**src/sv/lifn_pkg.sv**
```systemverilog
// lifn_pkg: shared widths, opcodes, register indexes and stage structs
// for the leaky integrate-and-fire neuron block
// no dependencies
package lifn_pkg;

  // weight store: eight banks, one per lane of a spike byte
  localparam int unsigned WEIGHT_W   = 16;
  localparam int unsigned LANES      = 8;
  localparam int unsigned WADDR_W    = 12;
  localparam int unsigned LANE_W     = 3;
  localparam int unsigned ROW_W      = WADDR_W - LANE_W;
  localparam int unsigned ROWS       = 1 << ROW_W;

  localparam int unsigned BIDX_W         = 9;
  localparam int unsigned BYTES_PER_STEP = 512;
  localparam int unsigned TIMESTEPS      = 32;
  localparam int unsigned STEP_CNT_W     = $clog2(TIMESTEPS + 1);
  localparam int unsigned STEP_NUM_W     = 5;

  // gated sum of eight 16-bit weights, step accumulator, membrane
  localparam int unsigned SUM_W   = WEIGHT_W + LANE_W;
  localparam int unsigned ACC_W   = 28;
  localparam int unsigned MEM_W   = 32;
  localparam int unsigned SHIFT_W = 5;
  localparam int unsigned TOTAL_W = 6;
  localparam logic [TOTAL_W-1:0] TOTAL_MAX = '1;

  localparam int unsigned OPC_W = 2;
  localparam logic [OPC_W-1:0] OP_LOAD  = 2'd0;
  localparam logic [OPC_W-1:0] OP_SPIKE = 2'd1;
  localparam logic [OPC_W-1:0] OP_START = 2'd2;

  localparam int unsigned CFG_IDX_W = 2;
  localparam int unsigned CFG_W     = 32;
  localparam logic [CFG_IDX_W-1:0] CFG_THRESHOLD = 2'd0;
  localparam logic [CFG_IDX_W-1:0] CFG_LEAK      = 2'd1;
  localparam logic [CFG_IDX_W-1:0] CFG_REST      = 2'd2;
  localparam logic [CFG_IDX_W-1:0] CFG_LIMIT     = 2'd3;

  localparam logic signed [MEM_W-1:0] THRESHOLD_RST = 32'sd1000;
  localparam logic [SHIFT_W-1:0]      LEAK_RST      = 5'd3;
  localparam logic signed [MEM_W-1:0] REST_RST      = 32'sd0;
  localparam logic [TOTAL_W-1:0]      LIMIT_RST     = 6'd8;

  typedef logic signed [WEIGHT_W-1:0] weight_t;
  typedef weight_t [LANES-1:0] weight_row_t;

  // decoded word after the input register
  typedef struct packed {
    logic             valid;
    logic             start;
    logic             last;
    logic [LANES-1:0] spikes;
  } s1_t;

  // accumulator stage to membrane stage
  typedef struct packed {
    logic                    start;
    logic                    emit;
    logic signed [ACC_W-1:0] cur;
    logic [STEP_NUM_W-1:0]   step_num;
    logic                    run_last;
  } s3_t;

endpackage

```
**src/sv/lifn_membrane.sv**
```systemverilog
// lifn_membrane: leak, integrate and fire on the membrane, spike total,
// and the result register
// depends on lifn_pkg
module lifn_membrane import lifn_pkg::*; (
  input  logic                     clk,
  input  logic                     rst_n,
  input  logic                     advance,
  input  s3_t                      s3,
  input  logic signed [MEM_W-1:0]  threshold,
  input  logic [SHIFT_W-1:0]       shift_amt,
  input  logic signed [MEM_W-1:0]  rest_value,
  input  logic [TOTAL_W-1:0]       count_limit,
  input  logic                     out_stall,
  output logic                     out_valid,
  output logic [STEP_NUM_W-1:0]    out_step_number,
  output logic signed [ACC_W-1:0]  out_synaptic_current,
  output logic signed [MEM_W-1:0]  out_membrane_prior,
  output logic signed [MEM_W-1:0]  out_leak_amount,
  output logic signed [MEM_W-1:0]  out_membrane_new,
  output logic                     out_fired,
  output logic [TOTAL_W-1:0]       out_spikes_so_far,
  output logic                     out_collision_flag,
  output logic                     out_run_last
);

  logic signed [MEM_W-1:0] membrane_r;
  logic signed [MEM_W-1:0] membrane_nxt;
  logic [TOTAL_W-1:0]      total_r;
  logic [TOTAL_W-1:0]      total_nxt;
  logic signed [MEM_W-1:0] leak;
  logic signed [MEM_W-1:0] integ;
  logic                    fire;
  logic                    out_valid_r;

  logic [STEP_NUM_W-1:0]   step_number_r;
  logic signed [ACC_W-1:0] current_r;
  logic signed [MEM_W-1:0] prior_r;
  logic signed [MEM_W-1:0] leak_r;
  logic signed [MEM_W-1:0] mem_new_r;
  logic                    fired_r;
  logic [TOTAL_W-1:0]      total_out_r;
  logic                    collision_r;
  logic                    run_last_r;

  always_comb begin
    leak         = membrane_r >>> shift_amt;
    integ        = membrane_r - leak + MEM_W'(s3.cur);
    fire         = (integ >= threshold);
    membrane_nxt = membrane_r;
    total_nxt    = total_r;
    if (s3.start) begin
      membrane_nxt = rest_value;
      total_nxt    = '0;
    end else if (s3.emit) begin
      membrane_nxt = fire ? rest_value : integ;
      if (fire && (total_r != TOTAL_MAX)) begin
        total_nxt = total_r + 1'b1;
      end
    end
  end

  always_ff @(posedge clk) begin
    if (!rst_n) begin
      membrane_r  <= REST_RST;
      total_r     <= '0;
      out_valid_r <= 1'b0;
    end else if (advance) begin
      membrane_r  <= membrane_nxt;
      total_r     <= total_nxt;
      // a waiting word stays until taken
      out_valid_r <= s3.emit || (out_valid_r && out_stall);
    end
  end

  always_ff @(posedge clk) begin
    if (advance && s3.emit) begin
      step_number_r <= s3.step_num;
      current_r     <= s3.cur;
      prior_r       <= membrane_r;
      leak_r        <= leak;
      mem_new_r     <= membrane_nxt;
      fired_r       <= fire;
      total_out_r   <= total_nxt;
      collision_r   <= (total_nxt > count_limit);
      run_last_r    <= s3.run_last;
    end
  end

  assign out_valid            = out_valid_r;
  assign out_step_number      = step_number_r;
  assign out_synaptic_current = current_r;
  assign out_membrane_prior   = prior_r;
  assign out_leak_amount      = leak_r;
  assign out_membrane_new     = mem_new_r;
  assign out_fired            = fired_r;
  assign out_spikes_so_far    = total_out_r;
  assign out_collision_flag   = collision_r;
  assign out_run_last         = run_last_r;

endmodule

```
**config.mk**
```make
export PLATFORM = sky130hd
export DESIGN_NAME = lifn_membrane
export DESIGN_NICKNAME = d
export VERILOG_FILES = /design/src/sv/lifn_pkg.sv /design/src/sv/lifn_membrane.sv
export SDC_FILE = /design/constraint.sdc
export NUM_CORES = 1
export LEC_CHECK = 0
export BUFFER_PORTS_ARGS = -buffer_cell sky130_fd_sc_hd__buf_2
export CAP_MARGIN = 20
export CORE_ASPECT_RATIO = 1.25
export CORE_MARGIN = 10
export CORE_UTILIZATION = 55
export DETAILED_ROUTE_END_ITERATION = 12
export HOLD_SLACK_MARGIN = 0.1
export PLACE_DENSITY = 0.81
export SYNTH_ARGS = -nofsm -noshare
export SYNTH_HDL_FRONTEND = slang
export SYNTH_SLANG_ARGS = --single-unit
```
**constraint.sdc**
```tcl
create_clock -name clk -period 11.49 [get_ports clk]
set_clock_uncertainty 0.05 [all_clocks]
set_input_delay 2.298 -clock clk [delete_from_list [all_inputs] [get_ports clk]]
set_output_delay 2.298 -clock clk [all_outputs]
set_load 0.005 [all_outputs]
```
# == Word-level counts from Yosys, hierarchy flattened ==
# Index checks and enable logic that the tools add are counted.
# word_totals
wordCells,29
input_bits,115
output_inout_bits,139
register_bits,177
# classes
magnitude_cmp,2
shifts,1
eq_ne,1
n_mux,6
n_addsub,3
reduce_logical,4
# ops
operator,count
two-way mux 32 bit,3
adder 32 x 28 -> 32 bit,1
>= comparator 32 bit,1
>>> shifter 32 x 5 -> 32 bit,1
subtractor 32 bit,1
two-way mux 6 bit,3
"adder 6 x 1 -> 6 bit, second input constant",1
greater-than comparator 6 bit,1
"!= test 6 bit, second input constant",1
logical AND 1 bit,3
logical OR 1 bit,1

# == Longest topological paths before layout ==
# depth
ltp_word,9
depth_mapped,41
mapped_depth_nobuf,38

# == Worst setup path before layout ==
# Ideal clock, no wire load.
# synth_path
path_kind,input to register
from,input shift_amt[0]
to,"register collision_r (netlist: out_collision_flag), data pin"
cell_stages,36
slack_ns,1.615
path_buffers,4
required_time_ns,11.179
arrival_ns,9.564
path_cell_list,clkbuf_1 > buf_2 > mux4_2 > nand2_1 > o21ai_0 > mux4_2 > fa_1 > inv_1 > ha_1 > a21o_1 > a31o_2 > a31oi_1 > a31oi_1 > nor3_1 > o21bai_1 > xnor2_1 > inv_1 > ha_1 > nand4_1 > nor3_1 > a221o_1 > or3_1 > and3_1 > buf_6 > a311oi_4 > buf_6 > mux2i_1 > nor2_1 > ha_1 > nor2b_1 > o21a_1 > o21a_1 > o21ai_0 > nand2b_1 > a21oi_1 > a31oi_1
# synth_between
elab_chain_len,9
# synth_rtl
item,line,rtl
"start, declared",lifn_membrane.sv:10,"input logic [SHIFT_W-1:0] shift_amt,"
>>> shifter 32 x 5 -> 32 bit,lifn_membrane.sv:46,leak = membrane_r >>> shift_amt;
via leak[13],lifn_membrane.sv:30,logic signed [MEM_W-1:0] leak;
subtractor 32 bit,lifn_membrane.sv:47,integ = membrane_r - leak + MEM_W'(s3.cur);
adder 32 x 28 -> 32 bit,lifn_membrane.sv:47,
>= comparator 32 bit,lifn_membrane.sv:48,fire = (integ >= threshold);
logical AND 1 bit,lifn_membrane.sv:56,if (fire && (total_r != TOTAL_MAX)) begin
two-way mux 6 bit,lifn_membrane.sv:56,
two-way mux 6 bit,lifn_membrane.sv:54,end else if (s3.emit) begin
two-way mux 6 bit,lifn_membrane.sv:51,if (s3.start) begin
via total_nxt[1],lifn_membrane.sv:29,logic [TOTAL_W-1:0] total_nxt;
greater-than comparator 6 bit,lifn_membrane.sv:84,collision_r <= (total_nxt > count_limit);
"end signal, assigned",lifn_membrane.sv:84,
"end, declared",lifn_membrane.sv:42,logic collision_r;
# The timed path passes the listed nets, and every way through them passes these cells.
# A chain may end at the register's enable or synchronous reset.

# == Worst setup path after layout ==
# layout_path
from,input shift_amt[1]
to,"register collision_r (netlist: out_collision_flag), data pin"
# Same word-level chain as after synthesis.

==> metrics <==
Synth Register Bits=176; CTS tree=built; global-route wire length before repair=between 50 and 60 mm; f_max=95.2 MHz; Slew Viols, Final=0; Post-Syn Nets=1421; gr ovfl total=0; Final nets=1652; Worst-Margin Slew=about 0.97 ns; hold wc startpoint=membrane_r[0]; clk sinks=176; RSZ-0062 raised after global routing=false; final worst slack=around 0.98 ns; status=completed; DR vias=approximately 10k; Logic pwr share=0.525; Longest Clk Path Bufs=2; Layout fillers=1706; Avg WL per Cell=between 20 and 25 µm; Routability Congestion=0.986; commonest non-fill, non-tap cells in the layout=buf_2, inv_1, edfxtp_1; IO Count=254; WP data required=11.63 ns; Hold WC Path Type=flop to flop; crit-path max cell delay=0.53 ns; post-CTS sizing=0; Clk pwr share=0.195; Max-Cap Viols=0; post-CTS setup buffer count=0; core area=around 0.021 mm²; Power, Total=3050 µW; placed cell areas=0.0131 mm²; Setup-failing EPs final=0; power share of the sequential group=0.280; antenna-violating nets left=0; H-tree depth=4; Psw=approximately 1400 µW; area of the multi-input gates=0.00586 mm²; Pleak=0.00618 µW; area delta synth->final=18.1%; CTS root buf=clkbuf_16; DRT Pass-1 Iters=6; r2r startpoint=membrane_r[30]; CP arrival=10.65 ns; input/output buffers=between 200 and 300; Async S/R FF share, synth=0; Synth top area share=0.354; final WL=38.8 mm; final period utilization=0.915; largest net degree at the start of global routing=91; EDFF count, synth=between 100 and 150; Setup crit start=shift_amt[1]; Crit Path Class=input pin to flop; Worst VDD drop=about 0.14 mV; top cell type by total area after synthesis=edfxtp_1; initial core utilization=0.558; leading register cell type out of synthesis=edfxtp_1; die height=about 180 µm; CP endpoint kind=flop; Mapped Area=0.0116 mm²; Hold Violations, Final=0; initial antenna violation count=1; crit-path max FO=28; Via density=about 6; Synth cell types=74; CP startpoint kind=input pin; Design Area, Final=0.0137 mm²; setup TNS=0 ns; Hold WS=0.442 ns; Max transition margin=0.354; Avg Cell Area, Syn=9.65 µm²; Mapped Cells=1204; ranking of synthesized cells by area=edfxtp_1, ha_1, dfxtp_1, inv_1, fa_1; Place WS=roughly 0.74 ns; CP Buf/Inv Count=5; HPWL after DPL=30.5 mm; slowest CP cell=mux2i_1; Top delay family on crit path=compound AO/OA/AOI/OAI gates; Int Pwr=1690 µW; clk_lat worst skew=0.44 ns; die footprint=0.0274 mm²; pwr/cell area=222 mW/mm²; CTS Buf Count=17; hold buffers post-CTS=0; FF/Latch Area=0.00489 mm²; Die X=150 µm; register clock-pin slew on the reported worst setup and hold paths=0.08 ns; crit-path most repeated cell=o21ai_0; DRC Markers=0; register area share after synthesis=0.421; initial drt markers=1041; vias in the first global route=10.4k; FP Rows=59; layout cell share with drive strength beyond 1=0.232; leading cell type in the layout, fill and taps excluded=buf_2; Tmin final=10.51 ns; Synth warnings=0; GRT Total Usage=0.278; sw frac=0.445
-- power groups by stage --
stage	Sequential (µW)	Combinational, µW	Clock, µW
final	855	1600	595
after global routing	860	1770	622
after CTS	851	1570	597
after detailed placement	864	1550	0
after global placement	862	1530	0
after floorplan	842	1110	0
-- sequential cells by signal, summed over array words and instances (netlist names) --
register              cells
out_leak_amount          31
total_r                   6
out_membrane_prior       32
out_run_last              1
out_step_number           5
membrane_r               32
out_valid                 1
out_spikes_so_far         6
out_membrane_new         32
out_collision_flag        1
out_fired                 1
out_synaptic_current     28
-- routing by layer --
metal / up-vias / track usage / part of all wire
met5: - / 0 / 0
met4: 0 / 0.127 / 0.046
met3: 125 / 0.0653 / 0.10
met2: 676 / 0.470 / 0.49
met1: 4903 / 0.326 / 0.36
li1: 4773 / - / -
-- final cells by class --
class	instances	share of cell area
Antenna cell	1	0.000182
Clock buffer	18	0.0328
Clock inverter	14	0.0114
Inverter	173	0.0477
Multi-Input combinational cell	802	0.427
Sequential cell	176	0.357
Tap cell	274	0.0250
Timing Repair Buffer	265	0.0997
-- cells in the mapped netlist, drive strengths merged, types with 15 or more instances --
master,number
nand3,19
edfxtp,137
nor3,16
xnor2,18
nand2,133
dfxtp,39
buf,15
inv,172
clkbuf,38
fa,31
a21oi,67
o211ai,15
mux2i,35
a31oi,22
nor2,71
ha,71
o21ai,101
-- worst register-to-register path: cells and delay by family (launching register included) --
kind            cells  cell delay [ns]
buf+inv             3             0.57
compound gates     16             3.79
fa+ha+maj           4             1.50
mux                 2             0.47
xor+xnor            1             0.37
simple gates        6             1.21
flops               1             0.58
-- path summary, 6_finish.rpt --
path	endpoint	slack, ns	depth (start not counted)
worst max-delay path	out_collision_flag	0.98	38
worst min-delay path	out_membrane_prior[0]	0.44	0
worst max register to register	out_collision_flag	2.72	32
worst min register to register	out_membrane_prior[0]	0.44	0
-- cell families (layout without fill, tap and decap cells) --
| family | Yosys count | after routing | synth area share |
|---|---|---|---|
| XOR/XNOR | 28 | 28 | 0.0211 |
| other | 0 | 1 | 0 |
| AND/OR/NAND/NOR | 293 | 293 | 0.112 |
| AO/OA/AOI/OAI | 325 | 325 | 0.180 |
| adder cells (fa/ha/maj) | 102 | 102 | 0.130 |
| multiplexers | 54 | 54 | 0.0611 |
| buffers and inverters | 226 | 470 | 0.0751 |
| flip-flops | 176 | 176 | 0.421 |
-- per-stage QoR --
| step | util | cells |
|---|---|---|
| 4_1_cts | 0.658 | 1721 |
| 2_1_floorplan | - | 1204 |
| 6_report | 0.660 | 1723 |
| 5_1_grt | 0.659 | 1722 |
| 3_5_place_dp | 0.629 | 1689 |
| 3_3_place_gp | 0.629 | 1689 |
Power figures use the tool's default switching activity.
