==> config.mk <==
export PLATFORM = sky130hd
export DESIGN_NAME = lifn_accum
export DESIGN_NICKNAME = d
export VERILOG_FILES = /design/src/sv/lifn_pkg.sv /design/src/sv/lifn_accum.sv
export SDC_FILE = /design/constraint.sdc
export NUM_CORES = 1
export LEC_CHECK = 0
export ABC_CLOCK_PERIOD_IN_PS = 24300
export BUFFER_PORTS_ARGS = -buffer_cell sky130_fd_sc_hd__buf_2
export CORE_MARGIN = 10
export CORE_UTILIZATION = 40
export CTS_CLUSTER_DIAMETER = 120
export DETAILED_ROUTE_END_ITERATION = 10
export PLACE_DENSITY = 0.62
export SYNTH_ARGS = -nofsm -noshare
export SYNTH_HDL_FRONTEND = slang
export SYNTH_SLANG_ARGS = --single-unit
==> constraint.sdc <==
create_clock -name clk -period 24.3 [get_ports clk]
set_input_delay 6.075 -clock clk [delete_from_list [all_inputs] [get_ports clk]]
set_output_delay 6.075 -clock clk [all_outputs]
set_load 0.05 [all_outputs]
==> src/sv/lifn_pkg.sv <==
// lifn_pkg: shared widths, opcodes, register indexes and stage structs
// for the leaky integrate-and-fire neuron block
// no dependencies
package lifn_pkg;

  // weight store: eight banks, one per lane of a spike byte
  localparam int unsigned WEIGHT_W   = 16;
  localparam int unsigned LANES      = 8;
  localparam int unsigned WADDR_W    = 12;
  localparam int unsigned LANE_W     = 3;
  localparam int unsigned ROW_W      = WADDR_W - LANE_W;
  localparam int unsigned ROWS       = 1 << ROW_W;

  localparam int unsigned BIDX_W         = 9;
  localparam int unsigned BYTES_PER_STEP = 512;
  localparam int unsigned TIMESTEPS      = 32;
  localparam int unsigned STEP_CNT_W     = $clog2(TIMESTEPS + 1);
  localparam int unsigned STEP_NUM_W     = 5;

  // gated sum of eight 16-bit weights, step accumulator, membrane
  localparam int unsigned SUM_W   = WEIGHT_W + LANE_W;
  localparam int unsigned ACC_W   = 28;
  localparam int unsigned MEM_W   = 32;
  localparam int unsigned SHIFT_W = 5;
  localparam int unsigned TOTAL_W = 6;
  localparam logic [TOTAL_W-1:0] TOTAL_MAX = '1;

  localparam int unsigned OPC_W = 2;
  localparam logic [OPC_W-1:0] OP_LOAD  = 2'd0;
  localparam logic [OPC_W-1:0] OP_SPIKE = 2'd1;
  localparam logic [OPC_W-1:0] OP_START = 2'd2;

  localparam int unsigned CFG_IDX_W = 2;
  localparam int unsigned CFG_W     = 32;
  localparam logic [CFG_IDX_W-1:0] CFG_THRESHOLD = 2'd0;
  localparam logic [CFG_IDX_W-1:0] CFG_LEAK      = 2'd1;
  localparam logic [CFG_IDX_W-1:0] CFG_REST      = 2'd2;
  localparam logic [CFG_IDX_W-1:0] CFG_LIMIT     = 2'd3;

  localparam logic signed [MEM_W-1:0] THRESHOLD_RST = 32'sd1000;
  localparam logic [SHIFT_W-1:0]      LEAK_RST      = 5'd3;
  localparam logic signed [MEM_W-1:0] REST_RST      = 32'sd0;
  localparam logic [TOTAL_W-1:0]      LIMIT_RST     = 6'd8;

  typedef logic signed [WEIGHT_W-1:0] weight_t;
  typedef weight_t [LANES-1:0] weight_row_t;

  // decoded word after the input register
  typedef struct packed {
    logic             valid;
    logic             start;
    logic             last;
    logic [LANES-1:0] spikes;
  } s1_t;

  // accumulator stage to membrane stage
  typedef struct packed {
    logic                    start;
    logic                    emit;
    logic signed [ACC_W-1:0] cur;
    logic [STEP_NUM_W-1:0]   step_num;
    logic                    run_last;
  } s3_t;

endpackage

==> src/sv/lifn_accum.sv <==
// lifn_accum: gated sum of one row of weights, then the step current
// accumulator and the timestep counter
// depends on lifn_pkg
module lifn_accum import lifn_pkg::*; (
  input  logic        clk,
  input  logic        rst_n,
  input  logic        advance,
  input  s1_t         s1,
  input  weight_row_t weights,
  output s3_t         s3
);

  logic                    s2_valid_r;
  logic                    s2_start_r;
  logic                    s2_last_r;
  logic signed [SUM_W-1:0] s2_sum_r;
  logic signed [SUM_W-1:0] sum_nxt;

  logic signed [ACC_W-1:0]  acc_r;
  logic signed [ACC_W-1:0]  acc_nxt;
  logic signed [ACC_W-1:0]  acc_sum;
  logic [STEP_CNT_W-1:0]    cnt_r;
  logic [STEP_CNT_W-1:0]    cnt_nxt;
  logic [STEP_CNT_W-1:0]    cnt_inc;
  logic                     run_done;
  s3_t                      s3_r;
  s3_t                      s3_nxt;

  // msb of the spike byte gates lane 0
  always_comb begin
    sum_nxt = '0;
    for (int i = 0; i < LANES; i++) begin
      if (s1.spikes[LANES-1-i]) begin
        sum_nxt = sum_nxt + SUM_W'(weights[i]);
      end
    end
  end

  always_ff @(posedge clk) begin
    if (!rst_n) begin
      s2_valid_r <= 1'b0;
      s2_start_r <= 1'b0;
    end else if (advance) begin
      s2_valid_r <= s1.valid;
      s2_start_r <= s1.start;
    end
  end

  always_ff @(posedge clk) begin
    if (advance) begin
      s2_last_r <= s1.last;
      s2_sum_r  <= sum_nxt;
    end
  end

  always_comb begin
    acc_sum  = acc_r + ACC_W'(s2_sum_r);
    cnt_inc  = cnt_r + 1'b1;
    run_done = (cnt_r >= STEP_CNT_W'(TIMESTEPS));
    acc_nxt  = acc_r;
    cnt_nxt  = cnt_r;
    s3_nxt          = '0;
    s3_nxt.cur      = acc_sum;
    s3_nxt.step_num = cnt_r[STEP_NUM_W-1:0];
    s3_nxt.run_last = (cnt_inc == STEP_CNT_W'(TIMESTEPS));
    if (s2_valid_r) begin
      if (s2_start_r) begin
        acc_nxt      = '0;
        cnt_nxt      = '0;
        s3_nxt.start = 1'b1;
      end else if (!run_done) begin
        if (s2_last_r) begin
          acc_nxt     = '0;
          cnt_nxt     = cnt_inc;
          s3_nxt.emit = 1'b1;
        end else begin
          acc_nxt = acc_sum;
        end
      end
    end
  end

  always_ff @(posedge clk) begin
    if (!rst_n) begin
      acc_r        <= '0;
      cnt_r        <= '0;
      s3_r.start   <= 1'b0;
      s3_r.emit    <= 1'b0;
    end else if (advance) begin
      acc_r        <= acc_nxt;
      cnt_r        <= cnt_nxt;
      s3_r.start   <= s3_nxt.start;
      s3_r.emit    <= s3_nxt.emit;
    end
    if (advance) begin
      s3_r.cur      <= s3_nxt.cur;
      s3_r.step_num <= s3_nxt.step_num;
      s3_r.run_last <= s3_nxt.run_last;
    end
  end

  assign s3 = s3_r;

endmodule

Yosys cells after proc, flatten, opt, wreduce, memory -nomap -nowiden
Cells that the tools add are included.
{"block": "totals", "ff_bits": 92, "inputBits": 142, "out_inout_bits": 36}
{"block": "op_classes", "n_addsub": 9, "order_cmp": 1, "n_eq_ne": 2, "muxes": 19, "n_reduce_logical": 3}
{"cell": "19-bit 2-to-1 mux", "n": 8}
{"cell": "19-bit by 16-bit adder with 19-bit output", "n": 7}
{"cell": "28-bit 2-to-1 mux", "n": 3}
{"cell": "28-bit by 19-bit adder with 28-bit output", "n": 1}
{"cell": "6-bit 2-to-1 mux", "n": 3}
{"cell": "6-bit by 1-bit adder with 6-bit output (second input constant)", "n": 1}
{"cell": "6-bit equality test (second input constant)", "n": 1}
{"cell": "6-bit >= comparator (second input constant)", "n": 1}
{"cell": "1-bit 2-to-1 mux", "n": 4}
{"cell": "4-bit AND reduction", "n": 1}
{"cell": "3-bit AND reduction", "n": 1}
{"cell": "2-bit 2-to-1 mux", "n": 1}
{"cell": "2-bit inequality test (second input constant)", "n": 1}
{"cell": "2-bit nonzero test", "n": 1}

Logic depth before layout (Yosys ltp)
{"block": "depth", "depth_word": 15, "depth_mapped": 60, "ltp_nobuf": 58}

Worst setup path after synthesis
OpenSTA, ideal clock, no wires.
{"block": "synth_timing", "path_type": "in2reg", "start": "input port s1[7] (netlist bit)", "end": "register s2_sum_r[18] (data pin)", "setup_ps": 260, "t_arrival_ps": 16251, "required_time_ps": 24040, "setup_slack_ps": 7790, "stages": 58, "n_path_buf": 2, "path_cell_list": "clkbuf_1 > clkbuf_1 > and2_1 > ha_1 > ha_1 > a21oi_1 > or4_4 > a21oi_2 > xor2_1 > a21o_1 > nand2_1 > ha_1 > o21ai_0 > o21bai_1 > a21oi_1 > xor2_1 > nor2_1 > or2_2 > (+22 left out) > ha_1 > a21oi_1 > o21ai_0 > a41oi_1 > xnor2_1 > nor2_1 > a31oi_1 > ha_1 > or3_1 > nor2_1 > o311ai_0 > a31oi_1 > o21bai_1 > xor2_1 > nand2_1 > xnor2_1 > xnor3_1 > xnor2_1"}
{"block": "synth_via", "elab_chain_len": 15}
{"item": "from (decl)", "line_no": "lifn_accum.sv:8", "source": "input s1_t s1,"}
{"item": "19-bit 2-to-1 mux *", "line_no": "lifn_accum.sv:33", "source": "if (s1.spikes[LANES-1-i]) begin"}
{"item": "19-bit by 16-bit adder with 19-bit output", "line_no": "lifn_accum.sv:34", "source": "sum_nxt = sum_nxt + SUM_W'(weights[i]);"}
{"item": "19-bit 2-to-1 mux *", "line_no": "lifn_accum.sv:33"}
{"item": "19-bit by 16-bit adder with 19-bit output", "line_no": "lifn_accum.sv:34"}
{"item": "19-bit 2-to-1 mux *", "line_no": "lifn_accum.sv:33"}
{"item": "19-bit by 16-bit adder with 19-bit output", "line_no": "lifn_accum.sv:34"}
{"item": "19-bit 2-to-1 mux *", "line_no": "lifn_accum.sv:33"}
{"item": "19-bit by 16-bit adder with 19-bit output", "line_no": "lifn_accum.sv:34"}
{"item": "19-bit 2-to-1 mux *", "line_no": "lifn_accum.sv:33"}
{"item": "19-bit by 16-bit adder with 19-bit output", "line_no": "lifn_accum.sv:34"}
{"item": "19-bit 2-to-1 mux *", "line_no": "lifn_accum.sv:33"}
{"item": "19-bit by 16-bit adder with 19-bit output", "line_no": "lifn_accum.sv:34"}
{"item": "19-bit 2-to-1 mux *", "line_no": "lifn_accum.sv:33"}
{"item": "19-bit by 16-bit adder with 19-bit output", "line_no": "lifn_accum.sv:34"}
{"item": "19-bit 2-to-1 mux *", "line_no": "lifn_accum.sv:33"}
{"item": "net sum_nxt[18]", "line_no": "lifn_accum.sv:17", "source": "logic signed [SUM_W-1:0] sum_nxt;"}
{"item": "to (signal assigned)", "line_no": "lifn_accum.sv:52", "source": "s2_sum_r <= sum_nxt;"}
{"item": "to (decl)", "line_no": "lifn_accum.sv:16", "source": "logic signed [SUM_W-1:0] s2_sum_r;"}
Mark *: on every way through the listed nets, which the timed path passes. The rest lies on a longest branch.
A chain may end at the register's enable or synchronous reset.

Final worst setup path
Ends and elaborated chain as after synthesis.

==> results summary <==
By instance count, the cell type seen most on the critical path is sky130_fd_sc_hd__ha_1. The minimum clock period is 17360 ps. Derived from the worst setup path, the maximum achievable clock frequency is 0.0576 GHz. The number of placed cells counting well taps is 1949. For this design, the sink count on the clock tree is 92. The arrival time at the worst endpoint came out at 17450 ps.

The total of warnings raised by yosys is 0. Averaged over all synthesized cells, the footprint is 8.30 um2. Of all nets on the critical path, the largest fanout is 32. The wire length after detailed routing came out at 33800 um. The number of antenna violations at the first check in global routing came out at 2. The number of register bits inferred by synthesis is 92. In this run the register-to-register setup slack is 20450 ps.

The final clock skew came out at 9.70 ps. Synthesis produced a netlist with a net count of 1735. The run finished with clean final reports. Compared with the post-synthesis result, the final layout area differs by 12.8%. The post-synthesis cell area came out at 11800 um2.

The count of cells resized by post-cts repair came out at 0. The cell family contributing the most delay on the critical path is compound AO/OA/AOI/OAI gates. The wire length of the first global-routing pass is 53800 um. The mean number of vias per cell came out at 5.54. The placed wire-length estimate came out at 27900 um. The starting utilization of the core area came out at 40.9%. The total routing usage reported by global routing is 17.9%. No sink is reached through more buffers than the 2 on the longest clock path.

In this run the post-CTS setup repair buffer count came out at 0. The clock slew seen by the registers of the worst setup and hold paths came out at 70 ps. Entering global routing, the biggest net connects 61 pins. The residual DRC count came out at 0.

The data required time at the worst endpoint is 24400 ps. The later-pin clock latency in the skew report came out at 350 ps. The count of non-filler cells in the finished layout came out at 1969. The worst setup path is of the in -> reg kind. The overall power of the completed layout is 1540 uW.

The average detailed-routed wire length per instance is 17.2 um. The count of flip-flops with a built-in enable after synthesis is 54. The peak supply drop is 0.0602 mV. The number of buffers inserted for hold repair after clock tree synthesis is 0. At the end of routability-driven placement, the weighted congestion stood at 0.910. The remaining antenna violation count after routing is 0. Among all flip-flop cells after synthesis, the most frequent one is sky130_fd_sc_hd__edfxtp_1. The die area came out at 36900 um2. Max-cap violations in this run came to 0. The pin slew with the least headroom to its limit came out at 807 ps. The total global routing overflow came out at 0. The final worst-path cycle share is 71.4%.

The finished cells cover 13400 um2. The remaining max-slew budget at the tightest pin came out at 44.8%. Buffers placed on the I/O ports in this run total 177. Setup repair after global routing left no endpoint under its margin. In the final layout, the share of cells above drive strength 1 is 17.4%. Together, buffers and inverters on the worst path number 2. The number of cells produced by synthesis is 1427. Measured along the y axis, the die boundary spans 192 um. The length of the first detailed-routing pass in iterations is 4. The number of hold violations in the final report came out at 0. The total number of vias is 10900. After routing, the total negative slack on setup checks comes to 0 ps. The area of the core region is 28900 um2. The portion of the post-synthesis area used by sequential elements came out at 20.1%.

The CTS buffer count came out at 9. CTS placed an instance of sky130_fd_sc_hd__clkbuf_16 at the clock tree root. The area after detailed placement came out at 13100 um2. The ratio of total power to cell area is 115 nW/um2. The CTS tree is built. The number of core rows is 62. On the critical path, the stage with the largest delay is an instance of sky130_fd_sc_hd__a2111oi_0. The number of pins with negative max-slew slack in the final report came out at 0. The analysis attributes to cell leakage a power of 0.00603 uW.

The H-tree depth came out at 3. The number of library cell types mapped by synthesis is 76. The worst setup path is captured at a flop. The type of element launching the critical path is an input port. The via count of the first global-routing pass is 10600. The worst hold path class is reg -> reg. The die extent in x is 192 um. Setup violations remaining at the end of the flow were counted as 0. After synthesis, the share of flip-flops with an asynchronous set or reset is 0%. The number of DRC markers after the initial detailed-route iteration is 663. The number of inserted filler cells in the final layout came out at 2905. The highest cell delay on the worst timing path is 630 ps.

At the end of the flow, the number of nets in the layout was 1884. The boundary pin count is 178.
worst register-to-register path: stages, from the launching register on:
cell and delay (ps):
sky130_fd_sc_hd__edfxtp_1 380, sky130_fd_sc_hd__ha_1 370, sky130_fd_sc_hd__a2111oi_0 410, sky130_fd_sc_hd__o21ai_0 200, sky130_fd_sc_hd__a41oi_1 480, sky130_fd_sc_hd__o2111ai_1 210, sky130_fd_sc_hd__a31oi_1 420, sky130_fd_sc_hd__o21ai_1 140
sky130_fd_sc_hd__a2111oi_0 440, sky130_fd_sc_hd__or3_1 240, sky130_fd_sc_hd__xor2_1 180, sky130_fd_sc_hd__xnor2_1 110
per-stage QoR:
stage / setup WS, ps / hold slack [ps] / utilization (%)
CTS: 7010 / 486 / 46.2
floorplan: 7790 / 478 / -
global route: 5980 / 497 / 46.2
detailed placement: 6700 / 477 / 45.2
finish: 6940 / 485 / 46.2
global placement: 7000 / 471 / 45.2
flip-flops by register name (all words and copies together), names as in the netlist:
name	count
s2_sum_r	19
s2_last_r	1
s3	36
s2_valid_r	1
s2_start_r	1
acc_r	28
cnt_r	6
worst paths after layout:
path	startpoint	endpoint	cells past startpoint
worst min-delay path	s3[35]	s3[35]	2
worst min register to register	s3[35]	s3[35]	2
worst max-delay path	s1[7]	s2_sum_r[18]	57
worst max register to register	s2_sum_r[6]	s3[33]	11
per-layer routing:
layer	part of all wire [%]	GRT usage, %	wire, um	vias up
met2	46	29.8	15500	257
met4	1.8	4.68	618	0
met1	47	23.7	15900	5026
li1	-	-	-	5591
met3	5.1	2.67	1720	32
met5	0	0	0	-
logic make-up after synthesis:
logic type,after synthesis,synth area share [%]
AND/OR/NAND/NOR,389,16.1
buffers and inverters,111,3.55
XOR/XNOR,131,9.80
adder cells (fa/ha/maj),166,18.0
AO/OA/AOI/OAI,478,26.7
multiplexers,60,5.77
flip-flops,92,20.1
report_power, final:
group | leakage [uW] | total [uW] | internal, uW | switching, uW
Clock | 0.000133 | 128 | 68.7 | 59.6
Sequential | 0.000839 | 242 | 223 | 19.2
Combinational | 0.00506 | 1170 | 508 | 662
Total | 0.00603 | 1540 | 800 | 741
cell usage after synthesis (8+ instances only):
| cell | count | share of area [%] |
|---|---|---|
| sky130_fd_sc_hd__ha_1 | 159 | 17 |
| sky130_fd_sc_hd__a21oi_1 | 125 | 5.3 |
| sky130_fd_sc_hd__nor2_1 | 103 | 3.3 |
| sky130_fd_sc_hd__nand2_1 | 94 | 3.0 |
| sky130_fd_sc_hd__xnor2_1 | 87 | 6.4 |
| sky130_fd_sc_hd__o21ai_0 | 73 | 3.1 |
| sky130_fd_sc_hd__inv_1 | 66 | 2.1 |
| sky130_fd_sc_hd__a21o_1 | 58 | 3.7 |
| sky130_fd_sc_hd__edfxtp_1 | 54 | 14 |
| sky130_fd_sc_hd__mux2_2 | 44 | 4.2 |
| sky130_fd_sc_hd__xor2_1 | 43 | 3.2 |
| sky130_fd_sc_hd__nor2b_1 | 40 | 2.1 |
| sky130_fd_sc_hd__clkbuf_1 | 38 | 1.2 |
| sky130_fd_sc_hd__dfxtp_1 | 38 | 6.4 |
| sky130_fd_sc_hd__o21a_1 | 30 | 1.9 |
| sky130_fd_sc_hd__a22oi_1 | 29 | 1.8 |
| sky130_fd_sc_hd__nor3_1 | 27 | 1.1 |
| sky130_fd_sc_hd__nand3_1 | 26 | 1.1 |
| sky130_fd_sc_hd__nand2b_1 | 24 | 1.3 |
| sky130_fd_sc_hd__a31oi_1 | 20 | 1.1 |
| sky130_fd_sc_hd__o21bai_1 | 20 | 1.3 |
| sky130_fd_sc_hd__o31ai_1 | 16 | 1.0 |
| sky130_fd_sc_hd__or3_1 | 15 | 0.79 |
| sky130_fd_sc_hd__and2_1 | 14 | 0.74 |
| sky130_fd_sc_hd__and3_1 | 12 | 0.63 |
| sky130_fd_sc_hd__mux2i_1 | 12 | 1.0 |
| sky130_fd_sc_hd__o211ai_1 | 12 | 0.76 |
| sky130_fd_sc_hd__nand4_1 | 11 | 0.58 |
| sky130_fd_sc_hd__a211oi_1 | 10 | 0.63 |
| sky130_fd_sc_hd__a21boi_0 | 8 | 0.51 |
| sky130_fd_sc_hd__o21ai_1 | 8 | 0.34 |
| sky130_fd_sc_hd__or2_2 | 8 | 0.42 |
layout make-up:
class,count,area [um2],area share [%]
sequential,92,2380,17.8
clock buffer,9,225,1.68
timing repair buffer,181,916,6.85
clock inverter,7,43.8,0.328
antenna,4,10.0,0.0749
tap,384,480,3.59
multi-input combinational,1224,9050,67.7
inverter,68,255,1.91
placed cells by master, fill, tap and decap left out, types with 14 or more instances in the layout:
cell	count
sky130_fd_sc_hd__ha_1	159
sky130_fd_sc_hd__a22oi_1	29
sky130_fd_sc_hd__nand2_1	94
sky130_fd_sc_hd__or3_1	15
sky130_fd_sc_hd__nor3_1	27
sky130_fd_sc_hd__a21oi_1	125
sky130_fd_sc_hd__nor2_1	103
sky130_fd_sc_hd__inv_1	66
sky130_fd_sc_hd__o21a_1	30
sky130_fd_sc_hd__o31ai_1	16
sky130_fd_sc_hd__dfxtp_1	38
sky130_fd_sc_hd__buf_2	177
sky130_fd_sc_hd__edfxtp_1	54
sky130_fd_sc_hd__o21bai_1	19
sky130_fd_sc_hd__o21ai_0	73
sky130_fd_sc_hd__mux2_2	44
sky130_fd_sc_hd__xnor2_1	87
sky130_fd_sc_hd__a31oi_1	20
sky130_fd_sc_hd__nand2b_1	24
sky130_fd_sc_hd__and2_1	14
sky130_fd_sc_hd__nor2b_1	40
sky130_fd_sc_hd__xor2_1	43
sky130_fd_sc_hd__a21o_1	58
sky130_fd_sc_hd__nand3_1	26
Note: power is estimated with default switching activity, not from simulation.
